===== src/sv/cc3_pkg.sv =====
// Shared types, constants and helper functions of the 3x3 convolution stream.
package cc3_pkg;

	localparam int PIX_W     = 8;
	localparam int COEF_BITS = 16;
	localparam int FRAC_BITS = 8;
	localparam int KROW_W    = 48;
	localparam int CFG_IDX_W = 3;
	localparam int GEOM_W    = 12;
	localparam int ROW_W     = GEOM_W + 1;
	localparam int PROD_W    = PIX_W + COEF_BITS + 1;
	localparam int RSUM_W    = PROD_W + 2;
	localparam int ACC_W     = PROD_W + 4;

	typedef logic [CFG_IDX_W-1:0]          cfg_idx_t;
	typedef logic [PIX_W-1:0]              pix_t;
	typedef logic [KROW_W-1:0]             krow_t;
	typedef logic [GEOM_W-1:0]             geom_t;
	typedef logic signed [COEF_BITS-1:0]   coef_t;
	typedef logic signed [PROD_W-1:0]      prod_t;
	typedef logic signed [RSUM_W-1:0]      rsum_t;
	typedef logic signed [ACC_W-1:0]       acc_t;
	typedef logic [2:0][2:0][PIX_W-1:0]    win_t;

	typedef struct packed {
		logic interior;
		logic last;
	} out_tag_t;

	localparam cfg_idx_t REG_IMAGE_WIDTH   = cfg_idx_t'(0);
	localparam cfg_idx_t REG_IMAGE_HEIGHT  = cfg_idx_t'(1);
	localparam cfg_idx_t REG_KERNEL_TOP    = cfg_idx_t'(2);
	localparam cfg_idx_t REG_KERNEL_MIDDLE = cfg_idx_t'(3);
	localparam cfg_idx_t REG_KERNEL_BOTTOM = cfg_idx_t'(4);

	localparam logic CMD_FLUSH = 1'b1;

	localparam krow_t KROW_OUTER_RST  = 48'h0100_0000_FF00;
	localparam krow_t KROW_MIDDLE_RST = 48'h0200_0000_FE00;

	localparam geom_t WIDTH_RST  = geom_t'(640);
	localparam geom_t HEIGHT_RST = geom_t'(480);
	localparam geom_t GEOM_MIN   = geom_t'(3);

	// Negative sums give zero; otherwise drop the fraction and saturate.
	function automatic pix_t clamp_acc(acc_t a);
		pix_t r;
		if (a[ACC_W-1]) begin
			r = '0;
		end else if (|a[ACC_W-2:FRAC_BITS+PIX_W]) begin
			r = '1;
		end else begin
			r = a[FRAC_BITS +: PIX_W];
		end
		return r;
	endfunction

endpackage


===== src/sv/cc3_window.sv =====
// The 3x3 pixel window and the nine coefficient products of the second stage.
module cc3_window (
	input  logic                      clk,
	input  logic                      arst_n,
	input  logic                      shift,
	input  logic                      emit,
	input  cc3_pkg::out_tag_t         tag_s1,
	input  cc3_pkg::pix_t             up,
	input  cc3_pkg::pix_t             lo,
	input  cc3_pkg::pix_t             px,
	input  cc3_pkg::krow_t [2:0]      kernel,
	input  logic                      take,
	output logic                      ready,
	output logic                      valid_s2,
	output cc3_pkg::prod_t [2:0][2:0] prod_s2,
	output cc3_pkg::pix_t             center_s2,
	output cc3_pkg::out_tag_t         tag_s2
);
	import cc3_pkg::*;

	win_t win_q;
	win_t win_d;
	logic v_s2;

	always_comb begin
		for (int r = 0; r < 3; r++) begin
			win_d[r][0] = win_q[r][1];
			win_d[r][1] = win_q[r][2];
		end
		win_d[0][2] = up;
		win_d[1][2] = lo;
		win_d[2][2] = px;
	end

	always_ff @(posedge clk or negedge arst_n) begin
		if (!arst_n) begin
			win_q <= '0;
			v_s2  <= 1'b0;
		end else begin
			if (shift) begin
				win_q <= win_d;
			end
			if (shift && emit) begin
				v_s2 <= 1'b1;
			end else if (take) begin
				v_s2 <= 1'b0;
			end
		end
	end

	always_ff @(posedge clk) begin
		if (shift && emit) begin
			for (int r = 0; r < 3; r++) begin
				for (int c = 0; c < 3; c++) begin
					prod_s2[r][c] <= prod_t'($signed({1'b0, win_d[r][c]})
						* coef_t'(kernel[r][c*COEF_BITS +: COEF_BITS]));
				end
			end
			center_s2 <= win_d[1][1];
			tag_s2    <= tag_s1;
		end
	end

	assign ready    = !v_s2 || take;
	assign valid_s2 = v_s2;

endmodule


===== config.mk =====
export PLATFORM = sky130hd
export DESIGN_NAME = cc3_window
export DESIGN_NICKNAME = d
export VERILOG_FILES = /design/src/sv/cc3_pkg.sv /design/src/sv/cc3_window.sv
export SDC_FILE = /design/constraint.sdc
export NUM_CORES = 2
export LEC_CHECK = 0
export ABC_CLOCK_PERIOD_IN_PS = 8500
export BUFFER_PORTS_ARGS = -buffer_cell sky130_fd_sc_hd__buf_2
export CAP_MARGIN = 20
export CORE_AREA = 2 2 362 364
export CTS_CLUSTER_DIAMETER = 40
export CTS_CLUSTER_SIZE = 8
export DETAILED_ROUTE_END_ITERATION = 10
export DIE_AREA = 0 0 364 366
export SKIP_LAST_GASP = 1
export SLEW_MARGIN = 30
export SYNTH_ARGS = -nofsm -noshare
export SYNTH_HDL_FRONTEND = slang
export SYNTH_SLANG_ARGS = --single-unit

===== constraint.sdc =====
create_clock -name clk -period 8.5 [get_ports clk]
set_input_delay 1.7 -clock clk [delete_from_list [all_inputs] [get_ports clk]]
set_output_delay 1.7 -clock clk [all_outputs]
set_load 0.02 [all_outputs]

==> impl_metrics.yaml <==
worst_hold_path:
  hp-class: "reg -> reg"
clock_tree:
  hold_buffers: 0
  cts_resized: 0
  cts_tree: "done"
  clkTransAtPathRegs_ns: 0.05
  cts.sinks: 284
  clockBufferDepth: 3
  cts_root_buffer: "clkbuf_16"
  clock_latency_ns: 0.68
  cts_buffers: 81
  h-tree-depth: 3
  post_cts_buffers: 0
floorplan:
  die_h_um: 366
  die_w_um: 364
  core_region_area_mm2: 0.129
  ios: 412
  dieArea_mm2: 0.133
  start_util: 0.389
  row_count: 132
drt:
  dr_total_vias: 35429
  drt-total-wl_um: 125000
  ant_nets: 0
  initialDrtViolationCount: 1515
  routed_via_density: 4.75
  wire_per_inst_um: 16.8
  route.detailed.drc: 0
  first_pass_iters: 5
synthesis:
  ys_types: 64
  synth_area_mm2: 0.0502
  synthCells: 5246
  synth_area_leader_cell: "fa_1"
  yosysWarningCount: 0
  synth_enable_flop_cells: 235
  synthFlopType: "edfxtp_1"
  ys_ff_latch: 284
  synthArstFlopShare: 0.173
  syn_area_per_cell_um2: 9.56
  synth_common_cells: "inv_1, fa_1, and2_1"
  yosysSeqAreaShare: 0.165
  synth_top_area_share: 0.366
  yosysMostFrequentCell: "inv_1"
  synth_area_leaders: "fa_1, edfxtp_1, ha_1"
  synth_nets: 6789
sta:
  tightestPinTransition_ns: 0.925
  setup_viol: 0
  clock_skew_ns: 0.0332
  max-slew-margin-rel: 0.383
  whs_ns: 0.508
  maxSlewViolCount: 0
  fmax_mhz: 161
  setup_ws_ns: 2.29
  rsz0062_at_grt: "false"
  period_share: 0.731
  setup_tns_ns: 0
  finalCriticalPeriod_ns: 6.21
  hold_violations: 0
power:
  leakagePower_nw: 29.2
  peakVddDrop_uv: 246
  finalPower_mw: 24.6
  power.density_mw_per_mm2: 431
worst_setup_path:
  start_kind: "input port"
  worst-path-max-fanout: 17
  endpoint_kind: "register"
  criticalPathCategory: "in -> reg"
  cp.arrival_ns: 6.64
  critPathRequiredTime_ns: 8.93
grt:
  grt_antenna_before_repair: 15
  grt_usage: 0.196
  grt_pass1_wl_um: 206000
  grt_max_degree: 93
  grt_pass1_vias: 38518
  gr-total-overflow: 0
place:
  dp_hpwl_um: 101000
  place_worst_setup_slack_ns: 1.58
  portBuffers: 411
  gp_congestion: 0.873
  place_inst: 7305
final_layout:
  layout.nets: 7189
  syn_to_final_growth_pct: 13.6
  final_cells: 7466
  drive_above_1_share: 0.109
  ff_latch_area_mm2: 0.00828
  multiInputGateArea_mm2: 0.0364
  fillers: 12489
job:
  drv_cap: 0
run_status:
  outcome: "completed"
[cell type report]
cell class	count	share of cell area
clock buffer	90	0.0362
antenna	12	0.000527
multi-input combinational	3487	0.638
timing repair buffer	422	0.0379
sequential	284	0.145
inverter	1370	0.0902
tap	1742	0.0382
clock inverter	59	0.0137
[per-stage QoR]
step,area (µm²),util
3_3_place_gp,54100,0.420
3_5_place_dp,54100,0.420
6_report,57000,0.442
5_1_grt,57000,0.442
2_1_floorplan,50200,-
4_1_cts,57000,0.442
[worst paths after layout]
| kind | slack (ns) | cells past startpoint | start | end |
|---|---|---|---|---|
| max reg2reg | 2.61 | 16 | win_d[25] | prod_s2[98] |
| min reg2reg | 0.51 | 2 | valid_s2 | valid_s2 |
| min in group asynchronous | 1.04 | 1 | arst_n | win_d[2] |
| min | 0.51 | 2 | valid_s2 | valid_s2 |
| max in group asynchronous | 6.97 | 1 | arst_n | win_d[37] |
| max | 2.29 | 18 | lo[0] | prod_s2[148] |
[kinds of logic after synthesis]
family          share of synthesized area
buf+inv                             0.110
simple gates                        0.145
fa+ha+maj                           0.478
mux                                0.0112
xor+xnor                           0.0346
flops                               0.165
compound gates                     0.0558
[where the power goes]
group	internal (mW)	leakage [nW]	switching, mW
clock network	2.12	1.32	1.06
registers	3.02	2.78	0.347
logic	7.45	25.1	10.6
total	12.6	29.2	12.0
[placed cells by master, fill, tap and decap left out, types with 15 or more instances in the layout]
| cell type | n |
|---|---|
| o211ai_1 | 15 |
| nand3_1 | 35 |
| o21bai_1 | 34 |
| inv_1 | 1370 |
| fa_1 | 918 |
| mux2_2 | 48 |
| buf_2 | 410 |
| nor3_1 | 25 |
| o21a_1 | 18 |
| and2_1 | 627 |
| o21ai_0 | 62 |
| a21oi_1 | 150 |
| nand2_1 | 590 |
| dfrtp_1 | 48 |
| clkbuf_16 | 81 |
| nor2_1 | 90 |
| a21o_1 | 64 |
| xnor2_1 | 148 |
| edfxtp_1 | 235 |
| ha_1 | 450 |
| a31oi_1 | 16 |
| xor2_1 | 50 |
| clkinvlp_4 | 17 |
[worst max-delay path, cell delays in order]
cell       delay, ns
buf_2           0.28
nand2_1         0.15
fa_1            0.56
inv_1           0.06
fa_1            0.50
fa_1            0.54
inv_1           0.05
fa_1            0.47
inv_1           0.04
ha_1            0.39
a2111oi_2       0.41
a211oi_1        0.12
o21a_1          0.18
a31oi_1         0.37
a21oi_1         0.27
a211o_1         0.31
a21oi_1         0.17
xnor2_1         0.09
[sequential cells by signal, indices dropped and copies added, names as in the netlist]
| signal | count |
|---|---|
| tag_s2 | 2 |
| win_d | 48 |
| prod_s2 | 225 |
| valid_s2 | 1 |
| center_s2 | 8 |
[routing by layer]
| metal | GRT usage | wire, µm | share of wire | vias to the layer above |
|---|---|---|---|---|
| li1 | - | - | - | 16634 |
| met1 | 0.255 | 54400 | 0.43 | 17749 |
| met2 | 0.318 | 58200 | 0.46 | 841 |
| met3 | 0.0444 | 8740 | 0.070 | 193 |
| met4 | 0.0693 | 3890 | 0.031 | 12 |
| met5 | 0 | 82 | 0.00065 | - |
(Power assumes the default switching activity.)
