[config.mk]
export PLATFORM = sky130hd
export DESIGN_NAME = cc3_sum
export DESIGN_NICKNAME = d
export VERILOG_FILES = /design/src/sv/cc3_pkg.sv /design/src/sv/cc3_sum.sv
export SDC_FILE = /design/constraint.sdc
export NUM_CORES = 1
export LEC_CHECK = 0
export BUFFER_PORTS_ARGS = -buffer_cell sky130_fd_sc_hd__buf_2
export CAP_MARGIN = 40
export CORE_MARGIN = 4
export CORE_UTILIZATION = 50
export DETAILED_ROUTE_END_ITERATION = 16
export PLACE_DENSITY_LB_ADDON = 0.08
export SYNTH_ARGS = -nofsm -noshare
export SYNTH_HDL_FRONTEND = slang
export SYNTH_SLANG_ARGS = --single-unit
[constraint.sdc]
create_clock -name clk -period 3.06 [get_ports clk]
set_clock_uncertainty 0.05 [all_clocks]
set_input_delay 0 -clock clk [delete_from_list [all_inputs] [get_ports clk]]
set_output_delay 0 -clock clk [all_outputs]
set_load 0.05 [all_outputs]
[src/sv/cc3_pkg.sv]
// Shared types, constants and helper functions of the 3x3 convolution stream.
package cc3_pkg;

	localparam int PIX_W     = 8;
	localparam int COEF_BITS = 16;
	localparam int FRAC_BITS = 8;
	localparam int KROW_W    = 48;
	localparam int CFG_IDX_W = 3;
	localparam int GEOM_W    = 12;
	localparam int ROW_W     = GEOM_W + 1;
	localparam int PROD_W    = PIX_W + COEF_BITS + 1;
	localparam int RSUM_W    = PROD_W + 2;
	localparam int ACC_W     = PROD_W + 4;

	typedef logic [CFG_IDX_W-1:0]          cfg_idx_t;
	typedef logic [PIX_W-1:0]              pix_t;
	typedef logic [KROW_W-1:0]             krow_t;
	typedef logic [GEOM_W-1:0]             geom_t;
	typedef logic signed [COEF_BITS-1:0]   coef_t;
	typedef logic signed [PROD_W-1:0]      prod_t;
	typedef logic signed [RSUM_W-1:0]      rsum_t;
	typedef logic signed [ACC_W-1:0]       acc_t;
	typedef logic [2:0][2:0][PIX_W-1:0]    win_t;

	typedef struct packed {
		logic interior;
		logic last;
	} out_tag_t;

	localparam cfg_idx_t REG_IMAGE_WIDTH   = cfg_idx_t'(0);
	localparam cfg_idx_t REG_IMAGE_HEIGHT  = cfg_idx_t'(1);
	localparam cfg_idx_t REG_KERNEL_TOP    = cfg_idx_t'(2);
	localparam cfg_idx_t REG_KERNEL_MIDDLE = cfg_idx_t'(3);
	localparam cfg_idx_t REG_KERNEL_BOTTOM = cfg_idx_t'(4);

	localparam logic CMD_FLUSH = 1'b1;

	localparam krow_t KROW_OUTER_RST  = 48'h0100_0000_FF00;
	localparam krow_t KROW_MIDDLE_RST = 48'h0200_0000_FE00;

	localparam geom_t WIDTH_RST  = geom_t'(640);
	localparam geom_t HEIGHT_RST = geom_t'(480);
	localparam geom_t GEOM_MIN   = geom_t'(3);

	// Negative sums give zero; otherwise drop the fraction and saturate.
	function automatic pix_t clamp_acc(acc_t a);
		pix_t r;
		if (a[ACC_W-1]) begin
			r = '0;
		end else if (|a[ACC_W-2:FRAC_BITS+PIX_W]) begin
			r = '1;
		end else begin
			r = a[FRAC_BITS +: PIX_W];
		end
		return r;
	endfunction

endpackage

[src/sv/cc3_sum.sv]
// Row sums, final sum with clamping (centre pixel passed at borders), and the output register.
module cc3_sum (
	input  logic                      clk,
	input  logic                      arst_n,
	input  logic                      valid_s2,
	input  cc3_pkg::prod_t [2:0][2:0] prod_s2,
	input  cc3_pkg::pix_t             center_s2,
	input  cc3_pkg::out_tag_t         tag_s2,
	input  logic                      out_stall,
	output logic                      take,
	output logic                      out_valid,
	output cc3_pkg::pix_t             pixel_out,
	output logic                      frame_end
);
	import cc3_pkg::*;

	logic        v_s3;
	rsum_t [2:0] rsum_s3;
	pix_t        center_s3;
	out_tag_t    tag_s3;
	logic        out_valid_q;
	pix_t        pixel_q;
	logic        frame_end_q;
	logic        out_free;
	acc_t        acc;

	assign out_free = !out_valid_q || !out_stall;
	assign take     = !v_s3 || out_free;
	assign acc      = acc_t'(rsum_s3[0]) + acc_t'(rsum_s3[1]) + acc_t'(rsum_s3[2]);

	always_ff @(posedge clk or negedge arst_n) begin
		if (!arst_n) begin
			v_s3        <= 1'b0;
			out_valid_q <= 1'b0;
		end else begin
			if (valid_s2 && take) begin
				v_s3 <= 1'b1;
			end else if (out_free) begin
				v_s3 <= 1'b0;
			end
			if (v_s3 && out_free) begin
				out_valid_q <= 1'b1;
			end else if (!out_stall) begin
				out_valid_q <= 1'b0;
			end
		end
	end

	always_ff @(posedge clk) begin
		if (valid_s2 && take) begin
			for (int r = 0; r < 3; r++) begin
				rsum_s3[r] <= rsum_t'($signed(prod_s2[r][0])) + rsum_t'($signed(prod_s2[r][1]))
					+ rsum_t'($signed(prod_s2[r][2]));
			end
			center_s3 <= center_s2;
			tag_s3    <= tag_s2;
		end
		if (v_s3 && out_free) begin
			pixel_q     <= tag_s3.interior ? clamp_acc(acc) : center_s3;
			frame_end_q <= tag_s3.last;
		end
	end

	assign out_valid = out_valid_q;
	assign pixel_out = pixel_q;
	assign frame_end = frame_end_q;

endmodule

==> results.ini, run 1 <==
[run_status]
status = complete, but fails checks
violations = negative setup slack

[grt]
grt_first_pass_wirelength_um = 35900
grt_pass1_vias = 7945
grt_usage_pct = 19.9
antenna_found_initial = 0
grt_max_degree = 41
globalRouteOverflowTotal = 0

[yosys]
syn_area_um2 = 9970
synthFlopType = edfxtp_1
synth_async_sr_flop_share_pct = 1.96
synth_top_area_cell = edfxtp_1
syn-num-nets = 1343
syn-mean-instance-area_um2 = 11.1
yosys-top-cells-area = edfxtp_1 30%, fa_1 21%, ha_1 13%, xnor2_1 4.8%, a21oi_1 3.8%
yosys-top-cells-count = 104 x fa_1, 102 x ha_1, 100 x edfxtp_1
synth_cell_types = 73
synth_edf_count = 100
yosysMostFrequentCell = fa_1
yosys.area.top_type_share_pct = 30.1
yosysSeqAreaShare_pct = 30.6
ys_warn_count = 0
yosys_register_bits = 102
synthCells = 898

[power_and_ir_drop]
power_density_nw_per_um2 = 740
total_power_uw = 9670
leakage_uw = 0.00595
ir_drop_mv = 0.394

[clock_network]
cts-root-buf = clkbuf_16
cts.sinks = 102
htreeDepth = 3
cts_tree = built
clockBufferDepth = 2
cts_buffers = 9
clk_latency_ns = 0.35
cts.reportedPaths.clkPinSlew_ns = 0.07

[critical_path]
critPathCaptureType = flop
path_class = flop to flop
arrival_ns = 3.57
r2r_setup_slack_ns = -0.38
cp_max_fo = 8
timing.rr.start = rsum_s3[2]
cp-start-kind = flop
startpoint = rsum_s3[2]
required_ns = 3.20
r2r-end = pixel_out[5]
worstRegToRegCells = 15

[timing]
tightest_slew_ns = 0.439
finalCriticalPeriod_ns = 3.44
fin_ws_ns = -0.378
max_freq_mhz = 291
setup_viol = 8
hold_viol = 0
drv_slew = 0
rsz0062_at_grt = true
whs_ns = 0.0490
max_slew_margin_pct = 70.5
period_share_pct = 112

[die]
initial_utilization_pct = 51.1
core.rowCount = 51
die_y_um = 149
core_um2 = 19500
die_x_um = 149
fp.dieArea_um2 = 22300
io_pins = 250

[place]
placed_cells = 1525
dpl.hpwl_um = 18600
gp_congestion = 0.858
port_buffers = 249

[run]
maxCapViolations = 0

[detailed_routing]
drt_first_pass_iters = 5
wl_per_cell_um = 13.9
drc = 0
vias = 7867
ant_nets = 0
via_per_inst = 5.04
drt-total-wl_um = 21700
drt_iter0_markers = 331

[final_layout]
multi_input_area_um2 = 6700
syn_to_final_growth_pct = 31.0
final_util_pct = 66.9
seq_area_um2 = 3050
antenna_cells = 0
final_nets = 1736
drive_gt1_share_pct = 33.8
final-instance-count-excl-fill = 1560
nFillCells = 1585

[hold_path]
min_path_cells = 3
min_to = rsum_s3[55]
min-delay-start = prod_s2[201]
hold_path_class = primary input to flop

[repair_timing]
item	CTS	global route
setup buffers	4	1
endpoints found under the hold margin	14	0
cloned	0	0
endpoints found under the setup margin	9	16
gates resized for setup	12	16
pin swaps	9	16
hold buffers	15	0
[worst max-delay path by stage]
stage | depth (start not counted) | endpoint
4_1_cts | 15 | pixel_out[6]
2_1_floorplan | 12 | pixel_out[6]
3_5_place_dp | 11 | pixel_out[4]
5_1_grt | 15 | pixel_out[6]
3_3_place_gp | 13 | pixel_out[4]
6_report | 15 | pixel_out[5]
[layout make-up]
class	count	share of cell area, %
clock buffers	9	1.72
clock inverters	6	0.594
inverters	89	2.56
multi-input cells	703	51.3
flip-flops and latches	102	23.4
well taps	265	2.54
repair buffers	386	17.9
[power by group]
part	leakage, uW	switching, uW	internal [uW]
combinational	0.00482	3190	3160
sequential	0.000981	146	1990
clock	0.000150	478	703
[per-layer routing]
metal / global-route usage [%] / share of wire (%)
met1: 29.9 / 49
met2: 31.1 / 44
met4: 4.39 / 1.0
met3: 2.64 / 5.9
met5: 0 / 0
[critical path, stage by stage, from the launching register on]
cell	delay (ns)
edfxtp_1	0.33
inv_1	0.06
fa_1	0.53
inv_1	0.04
ha_1	0.28
nand4b_1	0.12
o21a_1	0.21
and3_4	0.18
o31ai_4	0.31
nand3_2	0.14
buf_6	0.14
nand4_1	0.07
and2_4	0.15
nor3_2	0.04
a211o_2	0.39
a32oi_1	0.22
[flip-flops by register name, indices dropped and copies added, names as in the netlist]
register	flops
rsum_s3	81
center_s3	8
pixel_out	8
tag_s3	2
frame_end	1
out_valid	1
v_s3	1
[logic make-up after synthesis]
family | after synthesis | share of synthesized area [%]
mux | 2 | 0.213
simple gates | 199 | 9.99
buf+inv | 93 | 3.50
fa+ha+maj | 206 | 33.7
flops | 102 | 30.6
compound gates | 222 | 15.5
xor+xnor | 74 | 6.50
[placed cells by master (no fill, tap or decap), drive strengths merged, types with 3 or more instances in the layout]
cell,netlist,layout
o21bai,11,11
a211oi,8,8
nand2b,10,10
xor2,19,19
or2,5,5
a221oi,4,4
nor2,56,56
or3,6,6
a32oi,8,8
nand3,19,19
clkbuf,4,9
a21oi,78,78
nand2,44,44
fa,104,104
a21boi,4,4
o21a,16,16
xnor2,55,55
inv,89,89
nor2b,14,14
dlygate4sd3,0,15
o31ai,4,4
clkinv,0,4
a21o,17,17
o211a,3,3
nand4,8,8
edfxtp,100,100
buf,0,371
nor4,3,3
o31a,3,3
ha,102,102
nor3,21,21
o21ai,30,30
a31oi,10,10
and3,4,4
[metrics by stage]
stage               area (um2)  setup TNS (ns)  worst slack (ns)
finish                   13100           -2.87            -0.378
global route             13100           -4.36            -0.550
CTS                      13000           -2.36            -0.316
detailed placement       12500           -7.17            -0.516
global placement         12500           -5.94            -0.375
floorplan                10000           -1.62            -0.205
Power figures use the tool's default switching activity.
==> inputs of run 2 (changes only) <==
--- a/config.mk
+++ b/config.mk
@@ -7,9 +7,11 @@
 export LEC_CHECK = 0
 export BUFFER_PORTS_ARGS = -buffer_cell sky130_fd_sc_hd__buf_2
 export CAP_MARGIN = 40
+export CORE_ASPECT_RATIO = 2
 export CORE_MARGIN = 4
 export CORE_UTILIZATION = 50
 export DETAILED_ROUTE_END_ITERATION = 16
+export MAX_ROUTING_LAYER = met4
 export PLACE_DENSITY_LB_ADDON = 0.08
 export SYNTH_ARGS = -nofsm -noshare
 export SYNTH_HDL_FRONTEND = slang
==> run 2 against run 1 <==
Compared with the run above:
- the run still ends with negative setup slack left
- flip-flop and latch count is the same
- worst hold slack better by 0.024 ns
- clock power about the same
- combinational power up 4.9%
- wire length rose by 14%
- sequential share of layout area shrank 0.051 points
- design area up 0.22%
- clock-buffer cell count did not move
- largest power group unchanged
==> results.ini, run 2 (synthesized netlist as in run 1, its figures left out) <==
[run_status]
status = complete, but fails checks
violations = negative setup slack

[detailed_routing]
wl_met3_um = 713  ; -44%
via_per_inst = 5.25  ; +4.0%
drt_first_pass_iters = 5  ; unchanged
vias = 8163  ; +3.8%
drc = 0  ; unchanged
wl_met1_um = 7610  ; -29%
drt-total-wl_um = 24700  ; +14%
wl_per_cell_um = 15.9  ; +14%
wl_met2_um = 15100  ; +58%
drt_iter0_markers = 236  ; -29%
highest_layer = met4
ant_nets = 0  ; unchanged

[clock_network]
cts_buffers = 9  ; unchanged
cts.reportedPaths.clkPinSlew_ns = 0.07  ; about the same
clk_latency_ns = 0.35  ; about the same
cts-root-buf = clkbuf_16
clockBufferDepth = 2  ; unchanged
htreeDepth = 3  ; unchanged
cts.sinks = 102  ; unchanged
cts_tree = built

[critical_path]
cp_slowest_cell = fa_1
r2r_setup_slack_ns = -0.43  ; -0.05 ns
cp_max_fo = 8  ; unchanged
timing.rr.start = rsum_s3[4]
critPathCaptureType = flop
arrival_ns = 3.62  ; +0.05 ns
r2r-end = pixel_out[0]
worstRegToRegCells = 15  ; unchanged
cp-endpoint = pixel_out[0]
cp_cell_sequence = inv_1, fa_1, inv_2, ha_4, nand4b_1, o21a_1, and3_4, o31ai_4, nand3_2, buf_4, nand4_1, and2_4, nor3_1, a211o_2, a32oi_1
startpoint = rsum_s3[4]
path_class = flop to flop
cp-start-kind = flop
max_stage_delay_ns = 0.55  ; +0.02 ns
required_ns = 3.19  ; about the same

[final_layout]
final_cell_mix = 247 x buf_2, 121 x buf_4, 101 x fa_1
final-instance-count-excl-fill = 1556  ; -0.26%
final_common_cell = buf_2
final_nets = 1737  ; +0.058%
largest_register_ffs = 81  ; unchanged
drive_gt1_share_pct = 34.3  ; +0.49 points
top_register = rsum_s3
syn_to_final_growth_pct = 31.3
antenna_cells = 0  ; unchanged

[hold_path]
min_path_cells = 3  ; unchanged
hold_path_class = primary input to flop

[die]
die_y_um = 208  ; +39%
io_pins = 250  ; unchanged
core.rowCount = 72  ; +41%
core_um2 = 19500  ; -0.35%
initial_utilization_pct = 51.2  ; +0.18 points
fp.dieArea_um2 = 22400  ; +0.61%
die_x_um = 108  ; -28%

[timing]
finalCriticalPeriod_ns = 3.49  ; +0.0486 ns
max_freq_mhz = 287  ; -1.4%
fin_ws_ns = -0.427  ; -0.0486 ns
drv_slew = 0  ; unchanged
setup_viol = 8  ; unchanged
period_share_pct = 114  ; +1.6 points
max_slew_margin_pct = 62.6  ; -7.8 points
rsz0062_at_grt = true
hold_viol = 0  ; unchanged
tightest_slew_ns = 0.560  ; +0.122 ns

[place]
port_buffers = 249  ; unchanged
dpl_worst_slack_ns = -0.494  ; +0.0224 ns
dpl.hpwl_um = 21200  ; +14%
gp_congestion = 0.914  ; +6.5%
placed_cells = 1517  ; -0.52%

[power_and_ir_drop]
power_density_nw_per_um2 = 760  ; +2.7%
swShare_pct = 40.8  ; +1.4 points
seqPwrFrac_pct = 21.5  ; -0.6 points
total_power_uw = 9950  ; +2.9%
ir_drop_mv = 0.414  ; +5.2%
leakage_uw = 0.00594  ; -0.15%
p_sw_uw = 4060  ; +6.4%
p_int_uw = 5890  ; +0.62%
comb_power_share_pct = 66.9  ; +1.3 points
p_clk_share_pct = 11.5  ; -0.7 points

[grt]
antenna_found_initial = 0  ; unchanged
grt_first_pass_wirelength_um = 39300  ; +9.5%
grt_usage_pct = 23.0  ; +3.1 points
grt_max_degree = 51  ; +24%
globalRouteOverflowTotal = 0  ; unchanged
grt_pass1_vias = 8799  ; +11%

[run]
maxCapViolations = 0  ; unchanged

[run 2: critical path: cells and delay by family, from the launching register on]
| kind | cells | cell delay (ns) |
|---|---|---|
| flops | 1 | 0.32 |
| simple gates | 6 | 0.69 |
| fa+ha+maj | 2 | 0.83 |
| buf+inv | 3 | 0.25 |
| compound gates | 4 | 1.17 |
[run 2: power by group through the flow]
stage / Sequential, uW / Clock [uW] / Combinational [uW]
2_1_floorplan: 2210 / 0 / 3870
3_3_place_gp: 2170 / 0 / 6250
3_5_place_dp: 2180 / 0 / 6350
4_1_cts: 2150 / 1170 / 6540
5_1_grt: 2170 / 1230 / 7400
6_report: 2140 / 1150 / 6660
[run 2: stage by stage]
stage | area [um2] | utilization [%] | hold WS (ns) | setup TNS [ns]
floorplan | 10000 | - | -0.346 | -1.62
global placement | 12400 | 64.0 | -0.266 | -6.64
detailed placement | 12400 | 64.0 | -0.260 | -7.28
CTS | 13000 | 66.6 | 0.0630 | -3.16
global route | 13100 | 67.3 | 0.0901 | -4.51
finish | 13100 | 67.3 | 0.0732 | -3.19
[run 2: layer usage]
metal  up-vias  global-route usage, %
met5         -                      -
met4         0                   10.1
met3        51                   2.37
met2       178                   47.3
met1      3909                   19.6
li1       4025                      -
[run 2: worst min-delay path by stage]
stage / from / end / slack, ns
2_1_floorplan: arst_n / out_valid / -0.35
3_3_place_gp: arst_n / v_s3 / -0.27
3_5_place_dp: arst_n / v_s3 / -0.26
4_1_cts: prod_s2[126] / rsum_s3[28] / 0.06
5_1_grt: prod_s2[201] / rsum_s3[55] / 0.09
6_report: prod_s2[201] / rsum_s3[55] / 0.07
[run 2: cell type report]
| type | count | area [um2] |
|---|---|---|
| Timing Repair Buffer | 387 | 2350 |
| Sequential cell | 102 | 3050 |
| Multi-Input combinational cell | 703 | 6740 |
| Clock buffer | 9 | 225 |
| Inverter | 89 | 334 |
| Fill cell | 1596 | 6370 |
| Tap cell | 259 | 324 |
| Clock inverter | 7 | 71.3 |
[run 2: timing repair]
action,4_1_cts,5_1_grt
gates resized for setup,11,22
hold buffers,15,0
setup buffers,4,4
pin swaps,15,17
hold endpoints to repair,14,0
setup endpoints to repair,12,18
==> inputs of run 3 (changes only) <==
--- a/config.mk
+++ b/config.mk
@@ -10,6 +10,7 @@
 export CORE_ASPECT_RATIO = 2
 export CORE_MARGIN = 4
 export CORE_UTILIZATION = 50
+export CTS_CLUSTER_DIAMETER = 40
 export DETAILED_ROUTE_END_ITERATION = 16
 export MAX_ROUTING_LAYER = met4
 export PLACE_DENSITY_LB_ADDON = 0.08
==> constraint.sdc (replaced) <==
create_clock -name clk -period 3.06 [get_ports clk]
set_clock_uncertainty 0.05 [all_clocks]
set_input_delay 0.765 -clock clk [delete_from_list [all_inputs] [get_ports clk]]
set_output_delay 0.765 -clock clk [all_outputs]
set_load 0.05 [all_outputs]
==> run 3 against run 2 <==
Compared with the run above:
- the run still ends with negative setup slack left
- maximum frequency decreased by 5.5%
- sequential power about the same
- register-to-register slack improved by 0.07 ns
- clock power decreased by 4%
- first-iteration DRC count decreased by 0.85%
- highest routed layer unchanged
- largest cell class unchanged
- power increased by 8.3%
- critical path depth unchanged
- wire length increased by 5.6%
- critical endpoint is now rsum_s3[50]
- worst setup slack got worse by 0.20 ns
==> results.ini, run 3 (synthesized netlist as in run 1, its figures left out) <==
[detailed_routing]
drt-total-wl_um = 26100  ; +5.6%
drt_first_pass_iters = 5  ; unchanged
drt_iter0_markers = 234  ; -0.85%
wl_met1_um = 7610  ; about the same
drc = 0  ; unchanged
vias = 8632  ; +5.7%
wl_met2_um = 16100  ; +7.0%
wl_met3_um = 765  ; +7.3%
ant_nets = 0  ; unchanged
wl_per_cell_um = 16.0  ; +0.83%
highest_layer = met4
via_per_inst = 5.30  ; +1.0%

[grt]
grt_pass1_vias = 9296  ; +5.6%
globalRouteOverflowTotal = 0  ; unchanged
antenna_found_initial = 3  ; +3
grt_max_degree = 92  ; +80%
grt_first_pass_wirelength_um = 41200  ; +4.8%
grt_usage_pct = 23.8  ; +0.82 points

[critical_path]
cp_common_cell = a21oi_2
required_ns = 3.12  ; -0.07 ns
cp_slowest_cell = fa_1
critPathCaptureType = flop
cp_cell_sequence = buf_6, fa_1, ha_2, inv_2, fa_2, nor2b_2, o31a_2, o21bai_2, a311o_1, o311a_1, a21oi_2, a41oi_2, nor2b_4, a21oi_2, xor2_1
path_class = primary input to flop
cp_max_fo = 3  ; -5
r2r_setup_slack_ns = -0.36  ; +0.07 ns
cp-start-kind = primary input
max_stage_delay_ns = 0.55  ; about the same
arrival_ns = 3.75  ; +0.13 ns

[run]
maxCapViolations = 0  ; unchanged

[place]
dpl_worst_slack_ns = -1.00  ; -0.508 ns
port_buffers = 249  ; unchanged
gp_congestion = 0.904  ; -1.0%
dpl.hpwl_um = 21300  ; +0.22%

[final_layout]
top_register = rsum_s3
final_cell_mix = 239 x buf_2, 193 x buf_4, 100 x fa_1, 100 x edfxtp_1, 85 x ha_1
largest_register_ffs = 81  ; unchanged
final_nets = 1807  ; +4.0%
syn_to_final_growth_pct = 42.7
final_common_cell = buf_2
drive_gt1_share_pct = 45.1  ; +11 points

[run_status]
violations = negative setup slack
status = complete, but fails checks

[power_and_ir_drop]
ir_drop_mv = 0.444  ; +7.0%
power_density_nw_per_um2 = 758  ; -0.29%
total_power_uw = 10800  ; +8.3%
leakage_uw = 0.00641  ; +7.8%

[die]
core.rowCount = 72  ; unchanged
fp.dieArea_um2 = 22400  ; unchanged
die_y_um = 208  ; unchanged
io_pins = 250  ; unchanged
initial_utilization_pct = 51.2  ; unchanged
die_x_um = 108  ; unchanged
core_um2 = 19500  ; unchanged

[timing]
rsz0062_at_grt = true
setup_viol = 43  ; +35
max_slew_margin_pct = 62.6  ; about the same
finalCriticalPeriod_ns = 3.69  ; +0.205 ns
drv_slew = 0  ; unchanged
hold_viol = 0  ; unchanged
fin_ws_ns = -0.631  ; -0.205 ns
fin_tns_setup_ns = -12.36  ; -9.17 ns
max_freq_mhz = 271  ; -5.5%
period_share_pct = 121  ; +6.7 points
tightest_slew_ns = 0.556  ; -0.00423 ns

[clock_network]
cts-root-buf = clkbuf_16
cts_buffers = 9  ; unchanged
cts_tree = built
cts.sinks = 102  ; unchanged
ctsHoldBuffers = 0  ; -15
htreeDepth = 3  ; unchanged
clk_latency_ns = 0.35  ; about the same
cts.reportedPaths.clkPinSlew_ns = 0.07  ; about the same
clockBufferDepth = 2  ; unchanged

[hold_path]
hold_path_class = primary input to asynchronous set/reset pin

-- run 3: changes by cell type in the layout (fill, tap and decap cells not counted), moves of 8 or more --
cell           change
ha_1              -11
dlygate4sd3_1     -15
a21oi_1           -21
ha_4               +9
buf_4             +72
buf_6             +20
inv_1              -9
a21oi_2           +17
buf_2              -8
inv_2              +9
o21ai_0           -12
-- run 3: layout make-up --
| class | instances | area (um2) |
|---|---|---|
| Fill cell | 1458 | 5230 |
| Clock buffer | 10 | 229 |
| Timing Repair Buffer | 457 | 2940 |
| Multi-Input combinational cell | 703 | 7280 |
| Clock inverter | 6 | 55.1 |
| Inverter | 89 | 334 |
| Sequential cell | 102 | 3050 |
| Tap cell | 259 | 324 |
| Antenna cell | 3 | 7.51 |
-- run 3: critical path: cells and delay by family --
family          cells  cell delay, ns
simple gates        2            0.30
buf+inv             2            0.13
xor+xnor            1            0.07
compound gates      7            1.42
fa+ha+maj           3            1.08
-- run 3: report_power, final --
| part | internal (uW) | switching [uW] | leakage [uW] |
|---|---|---|---|
| clock | 566 | 531 | 0.000133 |
| sequential | 2000 | 172 | 0.000981 |
| combinational | 3800 | 3720 | 0.00530 |
| total | 6360 | 4420 | 0.00641 |
-- run 3: what timing repair did --
| item | 4_1_cts | 5_1_grt |
|---|---|---|
| cloned | 0 | 0 |
| setup endpoints to repair | 38 | 48 |
| pin swaps | 58 | 65 |
| setup buffers | 23 | 14 |
| endpoints found under the hold margin | 0 | 0 |
| resized for setup | 77 | 63 |
-- run 3: routing by layer --
layer  track usage (%)  up-vias
met5                 -        -
met3              2.65       80
met2              47.7      216
li1                  -     4156
met4              12.7        0
met1              20.3     4180
-- run 3: metrics by stage --
stage / instance area (um2) / hold WS [ns] / utilization (%) / cells
after floorplan: 10100 / 0.350 / - / 898
after global placement: 13000 / 0.360 / 67.0 / 1577
after detailed placement: 13000 / 0.368 / 67.0 / 1577
after CTS: 13800 / 0.120 / 71.0 / 1614
after global routing: 14200 / 0.119 / 73.1 / 1629
final: 14200 / 0.130 / 73.1 / 1629
-- run 3: path summary, 6_finish.rpt --
| path | from | to | cells after the start |
|---|---|---|---|
| max | prod_s2[76] | rsum_s3[50] | 15 |
| max in group asynchronous | arst_n | out_valid | 1 |
| min in group clk | tag_s3[0] | frame_end | 0 |
| min | arst_n | v_s3 | 1 |
| min reg2reg | tag_s3[0] | frame_end | 0 |
| max reg2reg | rsum_s3[56] | pixel_out[4] | 15 |
